## config.mk

```make
export PLATFORM = sky130hd
export DESIGN_NAME = cvg_queue
export DESIGN_NICKNAME = d
export VERILOG_FILES = /design/src/design/cvg_pkg.sv /design/src/design/cvg_queue.sv
export SDC_FILE = /design/constraint.sdc
export NUM_CORES = 1
export LEC_CHECK = 0
export BUFFER_PORTS_ARGS = -buffer_cell sky130_fd_sc_hd__buf_2
export CORE_MARGIN = 4
export CORE_UTILIZATION = 59
export CTS_BUF_LIST = sky130_fd_sc_hd__clkbuf_2
export DETAILED_ROUTE_END_ITERATION = 12
export GPL_TIMING_DRIVEN = 0
export PLACE_DENSITY = 0.82
export SLEW_MARGIN = 20
export SYNTH_ARGS = -nofsm -noshare
export SYNTH_HDL_FRONTEND = slang
export SYNTH_SLANG_ARGS = --single-unit
```

## constraint.sdc

```tcl
create_clock -name clk -period 3.1 [get_ports clk]
set_input_delay 0.31 -clock clk [delete_from_list [all_inputs] [get_ports clk]]
set_output_delay 0.31 -clock clk [all_outputs]
set_load 0.1 [all_outputs]
```

## src/design/cvg_pkg.sv

```systemverilog
// Shared constants, types and tables for the cube-sphere vertex generator.
// Used by scoped name in every design file but cvg_if; depends on nothing.
package cvg_pkg;

    localparam int POINTS_PER_ROW = 64;
    localparam int GRID_SPAN      = (POINTS_PER_ROW > 1) ? POINTS_PER_ROW - 1 : 1;

    // Grid angle: round(a*|t|*PI_Q30 / ANGLE_DEN), split as a*|t|*QUO plus a
    // reciprocal-multiply of the small remainder term.
    localparam longint unsigned PI_Q30      = 64'd3373259426;
    localparam longint unsigned ANGLE_DEN   = 64'(180 * GRID_SPAN);
    localparam longint unsigned ANGLE_QUO   = PI_Q30 / ANGLE_DEN;
    localparam longint unsigned ANGLE_REM   = PI_Q30 % ANGLE_DEN;
    localparam int              RECIP_SHIFT = 38;
    localparam longint unsigned ANGLE_RECIP =
        ((64'd1 << RECIP_SHIFT) + ANGLE_DEN - 64'd1) / ANGLE_DEN;

    localparam logic [5:0] ANGLE_MAX   = 6'd45;
    localparam logic [5:0] ANGLE_RESET = 6'd30;

    localparam int                 CORDIC_STEPS = 24;
    localparam logic signed [33:0] CORDIC_K     = 34'sd652032874;
    localparam logic [31:0] ATAN_Q30 [CORDIC_STEPS] = '{
        32'h3243F6A8, 32'h1DAC6705, 32'h0FADBAFC, 32'h07F56EA6, 32'h03FEAB76,
        32'h01FFD55B, 32'h00FFFAAA, 32'h007FFF55, 32'h003FFFEA, 32'h001FFFFD,
        32'h000FFFFF, 32'h0007FFFF, 32'h0003FFFF, 32'h0001FFFF, 32'h0000FFFF,
        32'h00007FFF, 32'h00003FFF, 32'h00001FFF, 32'h00000FFF, 32'h000007FF,
        32'h000003FF, 32'h000001FF, 32'h000000FF, 32'h0000007F
    };

    localparam logic [15:0] OUT_LIMIT   = 16'd16384;
    localparam int          QUEUE_DEPTH = 4;

    typedef enum logic [1:0] {
        FACE_X    = 2'd0,
        FACE_Y    = 2'd1,
        FACE_Z    = 2'd2,
        FACE_NONE = 2'd3
    } face_t;

    typedef logic signed [31:0] angle_t;

    typedef struct packed {
        face_t  face;
        angle_t theta_a;
        angle_t theta_c;
        angle_t theta_r;
    } fe_item_t;

endpackage

```

## src/design/cvg_queue.sv

```systemverilog
// Short register queue between the front and back parts.
// Depends on cvg_pkg.
module cvg_queue (
    input  logic               clk,
    input  logic               rst_n,
    input  logic               push_valid,
    input  cvg_pkg::fe_item_t  push_item,
    output logic               push_ready,
    input  logic               pop,
    output cvg_pkg::fe_item_t  pop_item,
    output logic               empty
);

    localparam int PTR_W = $clog2(cvg_pkg::QUEUE_DEPTH);
    localparam int CNT_W = $clog2(cvg_pkg::QUEUE_DEPTH + 1);
    localparam logic [PTR_W-1:0] PTR_LAST = PTR_W'(cvg_pkg::QUEUE_DEPTH - 1);
    localparam logic [CNT_W-1:0] CNT_FULL = CNT_W'(cvg_pkg::QUEUE_DEPTH);

    cvg_pkg::fe_item_t mem_reg [cvg_pkg::QUEUE_DEPTH];
    logic [PTR_W-1:0]  wr_ptr_reg, wr_ptr_next;
    logic [PTR_W-1:0]  rd_ptr_reg, rd_ptr_next;
    logic [CNT_W-1:0]  cnt_reg, cnt_next;
    logic              do_push, do_pop;

    assign push_ready = (cnt_reg != CNT_FULL);
    assign empty      = (cnt_reg == '0);
    assign do_push    = push_valid && push_ready;
    assign do_pop     = pop && !empty;
    assign pop_item   = mem_reg[rd_ptr_reg];

    always_comb
    begin
        wr_ptr_next = wr_ptr_reg;
        rd_ptr_next = rd_ptr_reg;
        cnt_next    = cnt_reg;
        if (do_push)
        begin
            wr_ptr_next = (wr_ptr_reg == PTR_LAST) ? '0 : wr_ptr_reg + 1'b1;
        end
        if (do_pop)
        begin
            rd_ptr_next = (rd_ptr_reg == PTR_LAST) ? '0 : rd_ptr_reg + 1'b1;
        end
        if (do_push && !do_pop)
        begin
            cnt_next = cnt_reg + 1'b1;
        end
        else if (do_pop && !do_push)
        begin
            cnt_next = cnt_reg - 1'b1;
        end
    end

    always_ff @(posedge clk or negedge rst_n)
    begin
        if (!rst_n)
        begin
            wr_ptr_reg <= '0;
            rd_ptr_reg <= '0;
            cnt_reg    <= '0;
        end
        else
        begin
            wr_ptr_reg <= wr_ptr_next;
            rd_ptr_reg <= rd_ptr_next;
            cnt_reg    <= cnt_next;
        end
    end

    always_ff @(posedge clk)
    begin
        if (do_push)
        begin
            mem_reg[wr_ptr_reg] <= push_item;
        end
    end

endmodule

```

# Word-level counts from Yosys, hierarchy flattened
# Memory sizes are Yosys's and may differ from the RTL's.
# Cells that the tools add are included.
totals:
  ff_bits: 7
  ramBits: 392
  wordCells: 26
  n_memories: 1
classes:
  n_addsub: 4
  n_eq_ne: 3
  mux: 6
  n_reduce_logical: 9
mem_list:
  columns: ["name", "depth", "word_bits", "rd", "rd_clocked_by_memory_dff", "write_ports", "line", "text"]
  rows:
  - ["mem_reg", 4, 98, 1, 0, 1, "cvg_queue.sv:19", "cvg_pkg::fe_item_t mem_reg [cvg_pkg::QUEUE_DEPTH];"]
ops:
  columns: ["op", "n"]
  rows:
  - ["$mux 3", 2]
  - ["$add 2x1->2 const B", 2]
  - ["$eq 2x2->1 const B", 2]
  - ["$logic_and 1x1->1", 4]
  - ["$mux 2", 2]
  - ["$add 3x1->3 const B", 1]
  - ["$logic_not 1->1", 3]
  - ["$logic_not 3->1", 1]
  - ["$ne 3x3->1 const B", 1]
  - ["$sub 3x1->3 const B", 1]
  - ["$mux 1", 2]
  - ["$reduce_bool 2->1", 1]

# Depth between registers and ports, before layout
logic_depth:
  depth_word: 6
  mapped_depth: 8

# Worst setup path after synthesis
# No wires, ideal clock.
synth_timing:
  kind: "register -> output"
  startpoint: "reg cnt_reg[0]"
  endpoint: "out empty"
  t_arrival_ns: 2.518
  required_time_ns: 2.790
  path_slack_ns: 0.272
  path_stages_with_launch: 2
  path_buffers: 0
  path_cell_list: "dfrtp_1 -> nor3_1"
synth_via:
  elab_chain_len: 1
synth_rtl:
  columns: ["element", "line", "text"]
  rows:
  - ["start: declaration", "cvg_queue.sv:22", "logic [CNT_W-1:0] cnt_reg, cnt_next;"]
  - ["start signal: assignment", "cvg_queue.sv:66", "cnt_reg <= cnt_next;"]
  - ["$logic_not 3->1", "cvg_queue.sv:26", "assign empty = (cnt_reg == '0);"]
  - ["end: declaration", "cvg_queue.sv:11", "output logic empty"]
# No other way between the ends.

==> metrics.txt <==
Post-synth EDFFs 392; standard-cell rows 57; Worst R2R Path Depth 7; Post-Syn Instances 548; CTS Buf Count 92; vias after detailed routing 7343; first-pass GRT wire length 45200 um; Fin Clk Skew 52.6 ps; crit path DAT 2640 ps; Core Box Area 24200 sq um; max-slew violations 0; Critical Path Source rd_ptr_reg[1]$_DFFE_PN0P_; Critical Path Most Common Cell buf_4; Die X 165 um; Clock H-tree levels 3; Critical path buffers and inverters 4; largest net degree at the start of global routing 48; GPL Wtd Cong 0.702; DRT Wirelength 29500 um; Setup Viol. Count Final 0; Crit. End Element primary output; hold_sp push_item[57]; Worst EP required 2790 ps; initial antenna violation count 2; flops & latches, synth 399; Area Overhead vs Synth 24.4%; Max transition margin 51.8%; fin crit period 2950 ps; Routed WL per cell 21.9 um; syn avg cell area 26.5 sq um; Mapped Area 14500 sq um; hold slack final 200 ps; CP Launch Type flop; YS warnings 0; Starting Density 59.9%; asr flop ratio synth 1.75%; Top FF cell, synth edfxtp_1; top cells by area, synth edfxtp_1 (81%), mux4_2 (15%), dfrtp_1 (1.2%); worst-margin pin slew 723 ps; Largest register FFs 392; RSZ-0062 raised after global routing no; Worst path slowest cell dfrtp_1; sequential fraction of the synthesis area 82.3%; worst path cell trace buf_2, buf_4, buf_4, mux4_2, buf_4; I/O pin cnt 202; syn_nets 657; Bufs on Longest Clock Path 3; clock transition at the registers of the reported paths 100 ps; commonest non-fill, non-tap cell in the layout edfxtp_1; maxcap violations 0; CP max stage delay 360 ps; GRT Util Overall 22.4%; Worst Hold Class in -> reg; top-area cell type share of the netlist area 81.0%; vias per cell 5.45; Hold Vio Cnt, Final 0; CTS tree done; vias in the first global route 8206; hpwl dp 17600 um; count of clock tree sinks 399; IO Port Bufs 201; status completed; first drt pass iteration count 5; critical path depth in cells 5; crit-path max FO 10; Root Buffer clkbuf_2; maximum clock rate 0.339 GHz; delay-heaviest family, CP buffers and inverters; nets@finish 1062; Die ar. 27200 sq um; synth unique cells 21; detailed router's first-iteration violation count 532; most frequent cells in the layout edfxtp_1 (392), buf_2 (196), clkbuf_2 (140); share of post-route cells with drive strength above 1 47.2%; WHS Path Cells 2; post-synth top area cell edfxtp_1; Residual DRC 0; reg2reg start cnt_reg[1]$_DFFE_PN0P_; crit share post-route 95.2%; Clock Latency Late Sink 850 ps; antenna-violating nets left 0; WS Path Type reg -> out; Die H 165 um; Congestion Overflow GR 0
[worst reg2reg max path: cells and delay by family (launching register included)]
| kind | cells | cell delay, ps |
|---|---|---|
| fa+ha+maj | 2 | 690 |
| compound gates | 1 | 640 |
| flops | 1 | 470 |
| xor+xnor | 2 | 320 |
| simple gates | 1 | 120 |
| buf+inv | 1 | 80 |
[cells by family after synthesis]
family	count (synthesis)	synth area share (%)
adder cells (fa/ha/maj)	7	0.655
multiplexers	102	15.6
AO/OA/AOI/OAI	2	0.103
XOR/XNOR	3	0.181
flip-flops	399	82.3
buffers and inverters	25	0.784
AND/OR/NAND/NOR	10	0.465
[cell usage after synthesis, types with 2 or more instances]
cell / number
and3_2: 4
buf_1: 3
buf_2: 13
clkbuf_1: 5
dfrtp_1: 7
edfxtp_1: 392
ha_1: 6
inv_1: 3
mux2_2: 2
mux2_4: 2
mux4_2: 98
nor2_1: 2
nor3_1: 2
xor2_1: 2
[path summary, 6_finish.rpt]
kind	end	slack [ps]
max in group asynchronous	cnt_reg[0]$_DFFE_PN0P_	2420
min in group asynchronous	cnt_reg[2]$_DFFE_PN0P_	420
max	pop_item[74]	150
min	mem_reg[1][57]$_DFFE_PP_	200
max reg2reg	cnt_reg[2]$_DFFE_PN0P_	720
min reg2reg	cnt_reg[2]$_DFFE_PN0P_	570
[through the flow]
| stage | area (sq um) | utilization (%) | setup TNS, ps | instances | setup WS, ps |
|---|---|---|---|---|---|
| after floorplan | 14500 | - | 0 | 548 | 272 |
| after global placement | 15900 | 65.7 | -512 | 1073 | -7.44 |
| after detailed placement | 16100 | 66.5 | 0 | 1081 | 779 |
| after CTS | 18100 | 74.5 | 0 | 1345 | 80.2 |
| after global routing | 18100 | 74.5 | 0 | 1347 | 7.13 |
| final | 18100 | 74.5 | 0 | 1347 | 148 |
[final cells by class]
class	count	area [sq um]
Sequential cell	399	11900
Timing Repair Buffer	311	2220
Clock inverter	27	185
Fill cell	1374	6170
Multi-Input combinational cell	124	2480
Clock buffer	135	676
Inverter	3	11.3
Buffer	22	143
Antenna cell	2	5.00
Tap cell	324	405
[layer usage]
metal	wire, um	GRT usage [%]	vias to the layer above
met5	0	0	-
met4	758	8.66	0
met3	1900	5.24	57
met2	15700	38.5	314
met1	11100	28.1	3719
li1	-	-	3253
[timing repair]
action	4_1_cts	5_1_grt
endpoints found under the setup margin	89	0
hold endpoints to repair	440	0
resized for setup	29	0
hold buffers	102	0
setup buffers	0	0
Power is not shown: default switching activity piles up to over one toggle a cycle in this logic, so the estimate is an artifact.
