### src/design/cvg_pkg.sv
// Shared constants, types and tables for the cube-sphere vertex generator.
// Used by scoped name in every design file but cvg_if; depends on nothing.
package cvg_pkg;

    localparam int POINTS_PER_ROW = 64;
    localparam int GRID_SPAN      = (POINTS_PER_ROW > 1) ? POINTS_PER_ROW - 1 : 1;

    // Grid angle: round(a*|t|*PI_Q30 / ANGLE_DEN), split as a*|t|*QUO plus a
    // reciprocal-multiply of the small remainder term.
    localparam longint unsigned PI_Q30      = 64'd3373259426;
    localparam longint unsigned ANGLE_DEN   = 64'(180 * GRID_SPAN);
    localparam longint unsigned ANGLE_QUO   = PI_Q30 / ANGLE_DEN;
    localparam longint unsigned ANGLE_REM   = PI_Q30 % ANGLE_DEN;
    localparam int              RECIP_SHIFT = 38;
    localparam longint unsigned ANGLE_RECIP =
        ((64'd1 << RECIP_SHIFT) + ANGLE_DEN - 64'd1) / ANGLE_DEN;

    localparam logic [5:0] ANGLE_MAX   = 6'd45;
    localparam logic [5:0] ANGLE_RESET = 6'd30;

    localparam int                 CORDIC_STEPS = 24;
    localparam logic signed [33:0] CORDIC_K     = 34'sd652032874;
    localparam logic [31:0] ATAN_Q30 [CORDIC_STEPS] = '{
        32'h3243F6A8, 32'h1DAC6705, 32'h0FADBAFC, 32'h07F56EA6, 32'h03FEAB76,
        32'h01FFD55B, 32'h00FFFAAA, 32'h007FFF55, 32'h003FFFEA, 32'h001FFFFD,
        32'h000FFFFF, 32'h0007FFFF, 32'h0003FFFF, 32'h0001FFFF, 32'h0000FFFF,
        32'h00007FFF, 32'h00003FFF, 32'h00001FFF, 32'h00000FFF, 32'h000007FF,
        32'h000003FF, 32'h000001FF, 32'h000000FF, 32'h0000007F
    };

    localparam logic [15:0] OUT_LIMIT   = 16'd16384;
    localparam int          QUEUE_DEPTH = 4;

    typedef enum logic [1:0] {
        FACE_X    = 2'd0,
        FACE_Y    = 2'd1,
        FACE_Z    = 2'd2,
        FACE_NONE = 2'd3
    } face_t;

    typedef logic signed [31:0] angle_t;

    typedef struct packed {
        face_t  face;
        angle_t theta_a;
        angle_t theta_c;
        angle_t theta_r;
    } fe_item_t;

endpackage

### src/design/cvg_if.sv
// Channel interfaces of the cube-sphere vertex generator: input, result, config.
// Self-contained; no package needed.
interface cvg_in_if;
    logic       valid;
    logic       ready;
    logic [1:0] face;
    logic [5:0] row_index;
    logic [5:0] col_index;
    modport source (output valid, face, row_index, col_index, input ready);
    modport sink   (input valid, face, row_index, col_index, output ready);
endinterface


### src/design/cvg_front.sv
// Front part: accepts input beats, clamps indices, turns edge, column and
// row into Q30 angles over three stages. Depends on cvg_pkg, cvg_if.
module cvg_front (
    input  logic               clk,
    input  logic               rst_n,
    cvg_in_if.sink             in_ch,
    input  logic [5:0]         angle,
    input  logic               push_ready,
    output logic               push_valid,
    output cvg_pkg::fe_item_t  push_item
);

    localparam logic [7:0]  SPAN8   = 8'(cvg_pkg::GRID_SPAN);
    localparam logic [39:0] QUO40   = 40'(cvg_pkg::ANGLE_QUO);
    localparam logic [31:0] REM32   = 32'(cvg_pkg::ANGLE_REM);
    localparam logic [31:0] HALF32  = 32'(cvg_pkg::ANGLE_DEN / 2);
    localparam logic [31:0] RECIP32 = 32'(cvg_pkg::ANGLE_RECIP);

    logic               adv;
    logic               v1_reg, v2_reg, v3_reg;
    cvg_pkg::face_t     f1_reg, f2_reg, f3_reg;
    logic [13:0]        n1_reg     [3];
    logic               neg1_reg   [3];
    logic               neg2_reg   [3];
    logic               neg3_reg   [3];
    logic [39:0]        base2_reg  [3];
    logic [39:0]        base3_reg  [3];
    logic [31:0]        y2_reg     [3];
    logic [63:0]        prod3_reg  [3];
    logic [7:0]         kk         [3];
    logic signed [9:0]  tt         [3];
    logic [7:0]         mag        [3];
    logic               neg        [3];
    logic [63:0]        qq         [3];
    cvg_pkg::angle_t    theta      [3];

    assign adv         = !v3_reg || push_ready;
    assign in_ch.ready = adv;

    // Lane 0 is the patch edge angle, lane 1 the column, lane 2 the row.
    always_comb
    begin
        kk[0] = 8'd0;
        kk[1] = {2'b00, in_ch.col_index};
        kk[2] = {2'b00, in_ch.row_index};
        for (int l = 0; l < 3; l++)
        begin
            if (kk[l] > SPAN8)
            begin
                kk[l] = SPAN8;
            end
            tt[l]  = $signed({2'b00, SPAN8}) - $signed({1'b0, kk[l], 1'b0});
            neg[l] = tt[l][9];
            mag[l] = neg[l] ? 8'(-tt[l]) : 8'(tt[l]);
        end
    end

    always_ff @(posedge clk or negedge rst_n)
    begin
        if (!rst_n)
        begin
            v1_reg <= 1'b0;
            v2_reg <= 1'b0;
            v3_reg <= 1'b0;
        end
        else if (adv)
        begin
            v1_reg <= in_ch.valid;
            v2_reg <= v1_reg;
            v3_reg <= v2_reg;
        end
    end

    always_ff @(posedge clk)
    begin
        if (adv)
        begin
            f1_reg <= cvg_pkg::face_t'(in_ch.face);
            f2_reg <= f1_reg;
            f3_reg <= f2_reg;
            for (int l = 0; l < 3; l++)
            begin
                n1_reg[l]    <= {8'b0, angle} * {6'b0, mag[l]};
                neg1_reg[l]  <= neg[l];
                base2_reg[l] <= {26'b0, n1_reg[l]} * QUO40;
                y2_reg[l]    <= {18'b0, n1_reg[l]} * REM32 + HALF32;
                neg2_reg[l]  <= neg1_reg[l];
                prod3_reg[l] <= {32'b0, y2_reg[l]} * {32'b0, RECIP32};
                base3_reg[l] <= base2_reg[l];
                neg3_reg[l]  <= neg2_reg[l];
            end
        end
    end

    always_comb
    begin
        for (int l = 0; l < 3; l++)
        begin
            qq[l]    = {24'b0, base3_reg[l]} + (prod3_reg[l] >> cvg_pkg::RECIP_SHIFT);
            theta[l] = neg3_reg[l] ? -$signed(qq[l][31:0]) : $signed(qq[l][31:0]);
        end
    end

    assign push_valid        = v3_reg;
    assign push_item.face    = f3_reg;
    assign push_item.theta_a = theta[0];
    assign push_item.theta_c = theta[1];
    assign push_item.theta_r = theta[2];

endmodule

### src/flat_wrapper.sv
// flat-port wrapper written by rule: the top's interface ports become plain ports
module cvg_front_flat 
  (clk, rst_n, angle, push_ready, push_valid, push_item, in_ch_valid, in_ch_face, in_ch_row_index, in_ch_col_index, in_ch_ready);
  cvg_in_if in_ch_i ();
  input  logic clk;
  input  logic rst_n;
  input  logic [5:0] angle;
  input  logic push_ready;
  output logic push_valid;
  output cvg_pkg::fe_item_t push_item;
  input wire logic [$bits(in_ch_i.valid)-1:0] in_ch_valid;
  input wire logic [$bits(in_ch_i.face)-1:0] in_ch_face;
  input wire logic [$bits(in_ch_i.row_index)-1:0] in_ch_row_index;
  input wire logic [$bits(in_ch_i.col_index)-1:0] in_ch_col_index;
  output wire logic [$bits(in_ch_i.ready)-1:0] in_ch_ready;
  assign in_ch_i.valid = in_ch_valid;
  assign in_ch_i.face = in_ch_face;
  assign in_ch_i.row_index = in_ch_row_index;
  assign in_ch_i.col_index = in_ch_col_index;
  assign in_ch_ready = in_ch_i.ready;
  cvg_front u_core (.clk(clk), .rst_n(rst_n), .in_ch(in_ch_i), .angle(angle), .push_ready(push_ready), .push_valid(push_valid), .push_item(push_item));
endmodule
### config.mk
export PLATFORM = sky130hd
export DESIGN_NAME = cvg_front_flat
export DESIGN_NICKNAME = d
export VERILOG_FILES = /design/src/design/cvg_pkg.sv /design/src/design/cvg_if.sv /design/src/design/cvg_front.sv /design/src/flat_wrapper.sv
export SDC_FILE = /design/constraint.sdc
export NUM_CORES = 2
export LEC_CHECK = 0
export ABC_AREA = 0
export BUFFER_PORTS_ARGS = -buffer_cell sky130_fd_sc_hd__buf_2
export CORE_ASPECT_RATIO = 1.1
export CORE_MARGIN = 5
export CORE_UTILIZATION = 45
export CTS_BUF_LIST = sky130_fd_sc_hd__clkbuf_16
export DETAILED_ROUTE_END_ITERATION = 12
export SETUP_SLACK_MARGIN = 0.5
export SYNTH_ARGS = -nofsm -noshare
export SYNTH_HDL_FRONTEND = slang
export SYNTH_SLANG_ARGS = --single-unit
### constraint.sdc
create_clock -name clk -period 9.25 [get_ports clk]
set_clock_uncertainty 0.1 [all_clocks]
set_input_delay 0 -clock clk [delete_from_list [all_inputs] [get_ports clk]]
set_output_delay 0 -clock clk [all_outputs]
set_load 0.05 [all_outputs]
# == Word level (Yosys, flattened, before mapping) ==
# Memories as Yosys holds them, arrays and structs flattened.
# Cells that the tools add are included.
# totals
reg_bits,9
ramBits,525
out_inout_bits,100
wordCells,48
memories,8
# classes
n_addsub,13
multipliers,12
mux,7
reduce_logical,2
# mem_list
name,depth,word_bits,rd,rd_ports_with_merged_regs,write_ports,line,source
u_core.prod3_reg,3,57,3,0,3,cvg_front.sv:29,logic [63:0] prod3_reg [3];
u_core.base3_reg,3,40,3,0,3,cvg_front.sv:27,logic [39:0] base3_reg [3];
u_core.base2_reg,3,33,3,0,3,cvg_front.sv:26,logic [39:0] base2_reg [3];
u_core.y2_reg,3,28,3,0,3,cvg_front.sv:28,logic [31:0] y2_reg [3];
u_core.n1_reg,3,14,3,0,3,cvg_front.sv:22,logic [13:0] n1_reg [3];
u_core.neg1_reg,3,1,3,0,3,cvg_front.sv:23,logic neg1_reg [3];
+2 memories,-,-,-,-,-,-,
# ops
op,count
$mul A32 B25 Y57 const B,3
$mul A14 B19 Y33 const B,3
$add A32 B26 Y32,3
$mux W32,3
$neg A32 Y32,3
$add A27 B13 Y28 const B,3
$mul A14 B12 Y26 const B,3
$mul A6 B8 Y14,2
$mux W8,2
$neg A8 Y8,2
$sub A6 B7 Y8 const A,2
$mul A6 B6 Y12 const B,1
$mux W1,2
$logic_not A1 Y1,1
$logic_or A1 B1 Y1,1

# == Logic depth before layout (Yosys ltp) ==
# logic_depth
word_depth,4
mapped_depth,25
ltp_nobuf,24

# == Least setup slack after synthesis ==
# OpenSTA, ideal clock, no wires.
# synth_path
path_kind,flip-flop to flip-flop
startpoint,"register u_core.v3_reg, in the netlist u_core.push_valid"
endpoint,register u_core.v1_reg
arrival_time_ns,10.675
setup_slack_ns,-1.640
path_stages_with_launch,3
synth_period_minus_slack_ns,10.890
path_cell_list,dfrtp_1 nand2b_1 mux2_2
# synth_between
elab_chain_len,2
# synth_lines
element,line,source
start: declaration,cvg_front.sv:20,"logic v1_reg, v2_reg, v3_reg;"
start signal: assignment,cvg_front.sv:70,v3_reg <= v2_reg;
$logic_not A1 Y1,cvg_front.sv:37,assign adv = !v3_reg || push_ready;
$logic_or A1 B1 Y1,cvg_front.sv:37,
via in_ch_ready,flat_wrapper.sv:15,output wire logic [$bits(in_ch_i.ready)-1:0] in_ch_ready;
end signal: assignment,cvg_front.sv:68,v1_reg <= in_ch.valid;
end: declaration,cvg_front.sv:20,
# The timed path passes the listed nets, and every way through them passes these cells.
# A chain may end at the register's enable or synchronous reset.

==> metrics.md <==
| Metric | Value |
|---|---|
| Outcome | `finished clean` |
| Setup Buffers After CTS | `0` |
| Post-synthesis mux area share | `0.00106` |
| Worst r2r path cells | `22` |
| Largest family of logic cells by synthesized area | `adder cells` |
| Die width | `412 um` |
| First-pass GRT wire length | `327000 um` |
| HPWL after detailed placement | `185000 um` |
| Vias in the first global route | `57100` |
| Final Hold Fails | `0` |
| Post-Synth Simple-Gate Area | `0.0547` |
| Mapped Cells | `7777` |
| Top-area cell type share of the netlist area | `0.339` |
| Nets | `10800` |
| Post-Synth Adder-Cell Area | `0.574` |
| Setup TNS | `0 ns` |
| Synthesis-stage register bit count | `372` |
| CTS resizes | `0` |
| Routability-driven placement congestion ratio | `0.961` |
| Routed len/inst | `20.0 um` |
| CP Capture Type | `register` |
| Crit-path max FO | `10` |
| DRC | `0` |
| Most frequent cells after synthesis | `2225 x inv_1, 1509 x ha_1, 1356 x fa_1` |
| XOR/XNOR Fraction of Synth Area | `0.0452` |
| Share of layout cells above drive strength 1 | `0.0332` |
| Clk sinks | `372` |
| FF-to-FF Start | `u_core.y2_reg[0][14]` |
| Ports | `124` |
| Pin count of the biggest net entering global routing | `149` |
| Die area | `187000 um2` |
| Largest area contributor in the netlist | `fa_1` |
| Fmax achieved | `0.125 GHz` |
| Vias | `52900` |
| Clk root buf | `clkbuf_16` |
| Layout Area Growth over Synthesis | `6.75%` |
| Hold bufs inserted after CTS | `14` |
| CTS max path bufs | `3` |
| Initial DRC count | `2637` |
| Die extent in y | `453 um` |
| Cell with the most instances after synthesis | `inv_1` |
| Worst r2r dst | `u_core.prod3_reg[0][52]` |
| Final ANT Viol Nets | `0` |
| CP Class | `reg -> reg` |
| Via density | `5.11` |
| Worst hold stages | `3` |
| Core area | `177000 um2` |
| Port bufs | `123` |
| Setup violations, final | `0` |
| Maxcap violations | `0` |
| H-tree depth | `2` |
| Max-slew violations | `0` |
| Clock latency on the worst-skew pair | `0.66 ns` |
| Sequential-to-total area share from yosys stat | `0.139` |
| Gr usage total | `0.226` |
| Post-synth EDFFs | `369` |
| Initial antenna violation count | `8` |
| Min-Delay Endpoint | `u_core.n1_reg[0][16]` |
| Initial Util | `0.453` |
| Min-Delay Path Class | `in -> reg` |
| Core Rows | `162` |
| Library cells used by synthesis | `90` |
| Period utilization | `0.862` |
| TritonRoute pass-1 iters | `5` |
| Cts bufs inserted | `51` |
| Required time of the critical path | `9.54 ns` |
| Critical Path AT | `8.27 ns` |
| Syn Area/Cell | `10.3 um2` |
| Layout Utilization | `0.483` |
| Synthesized area | `80200 um2` |
| Tmin final | `7.97 ns` |
| Relative slew slack | `0.0846` |
| Filler Cells Inserted | `16700` |
| Ys flop type | `edfxtp_1` |
| Min-Delay Startpoint | `angle[2]` |
| WL final | `207000 um` |
| Worst Tran Pin Value | `1.36 ns` |
| Reg2Reg Setup Slack | `1.28 ns` |
| Post-synthesis async set-or-reset flop share | `0.00806` |
| Synth Area in Compound Gates | `0.0797` |
| RSZ-0062 raised after global routing | `no` |
| Synth Warn # | `0` |
| Synth area leaders | `fa_1 34%, ha_1 24%, edfxtp_1 14%` |
| Total grt overflow | `0` |
| TritonCTS clock tree | `yes` |
| Clk slew on worst S/H paths | `0.06 ns` |
| Startpoint types | `register` |
## kinds of logic after synthesis
group	count (synthesis)
xor gates and xnor gates	414
buffers and inverters	2268
other	2
AOI/OAI and AO/OA	978
muxes	8
and+or+nand+nor	870
DFF	372
adders and majority gates	2865
## stage by stage
stage / worst slack (ns) / instances / instance area, um2 / hold slack, ns
3_5_place_dp: 1.34 / 10300 / 83700 / -0.300
4_1_cts: 1.31 / 10400 / 85600 / 0.0421
5_1_grt: 0.887 / 10400 / 85600 / 0.0902
2_1_floorplan: 2.11 / 7785 / 80200 / -0.396
3_3_place_gp: 1.52 / 10300 / 83700 / -0.303
6_report: 1.28 / 10400 / 85600 / 0.0887
## cell usage in the layout (no fill, tap or decap), drive strengths merged, types with 38 or more instances in the layout
cell and count:
nand2b 38, inv 2236, o21ai 183, nor3 73, buf 131, ha 1509, nand2 226, nor2 168
nand3 91, xor2 134, nor2b 40, fa 1356, o21a 44, a21oi 284, o21bai 46, edfxtp 369
and3 50, clkbuf 51, xnor2 280, and2 51, a21o 160
## worst max-delay path by stage
stage / start / to / slack, ns / cells past startpoint
2_1_floorplan: u_core.y2_reg[0][40] / u_core.prod3_reg[0][107] / 2.11 / 21
6_report: u_core.y2_reg[0][14] / u_core.prod3_reg[0][52] / 1.28 / 22
4_1_cts: u_core.y2_reg[0][14] / u_core.prod3_reg[0][52] / 1.31 / 22
3_3_place_gp: u_core.y2_reg[0][14] / u_core.prod3_reg[0][52] / 1.52 / 22
3_5_place_dp: u_core.y2_reg[0][14] / u_core.prod3_reg[0][52] / 1.34 / 22
5_1_grt: u_core.y2_reg[0][14] / u_core.prod3_reg[0][52] / 0.89 / 22
## worst max-delay path, stage by stage (launching register included)
cell	delay, ns
edfxtp_1	0.62
fa_1	0.61
inv_1	0.05
fa_1	0.53
inv_1	0.06
fa_1	0.48
fa_1	0.66
fa_1	0.46
fa_1	0.49
inv_1	0.05
fa_1	0.47
inv_1	0.04
ha_1	0.34
nand4_1	0.13
nor3_1	0.25
nand4_1	0.18
nor3_1	0.20
o21ai_0	0.25
nand3_1	0.29
or4b_1	0.58
a211oi_1	0.53
or4_1	0.20
o2111ai_1	0.11
## layout make-up
cell class,count,area (um2),share of cell area
Multi-Input combinational cell,5145,60600,0.707
Timing Repair Buffer,145,841,0.00982
Clock inverter,43,437,0.00510
Sequential cell,372,11200,0.130
Tap cell,2378,2980,0.0348
Clock buffer,51,1280,0.0149
Antenna cell,4,10.0,0.000117
Inverter,2225,8350,0.0976
## metal layers
metal | vias up | global-route usage | share of wire
met5 | - | 0 | 0.00020
met4 | 6 | 0.0583 | 0.028
met2 | 940 | 0.387 | 0.49
met1 | 26600 | 0.308 | 0.45
li1 | 25100 | - | -
met3 | 239 | 0.0220 | 0.036
Power is left out: the tool's default activity adds up to more than one toggle a clock period on the data nets, which glitch-free logic cannot reach.
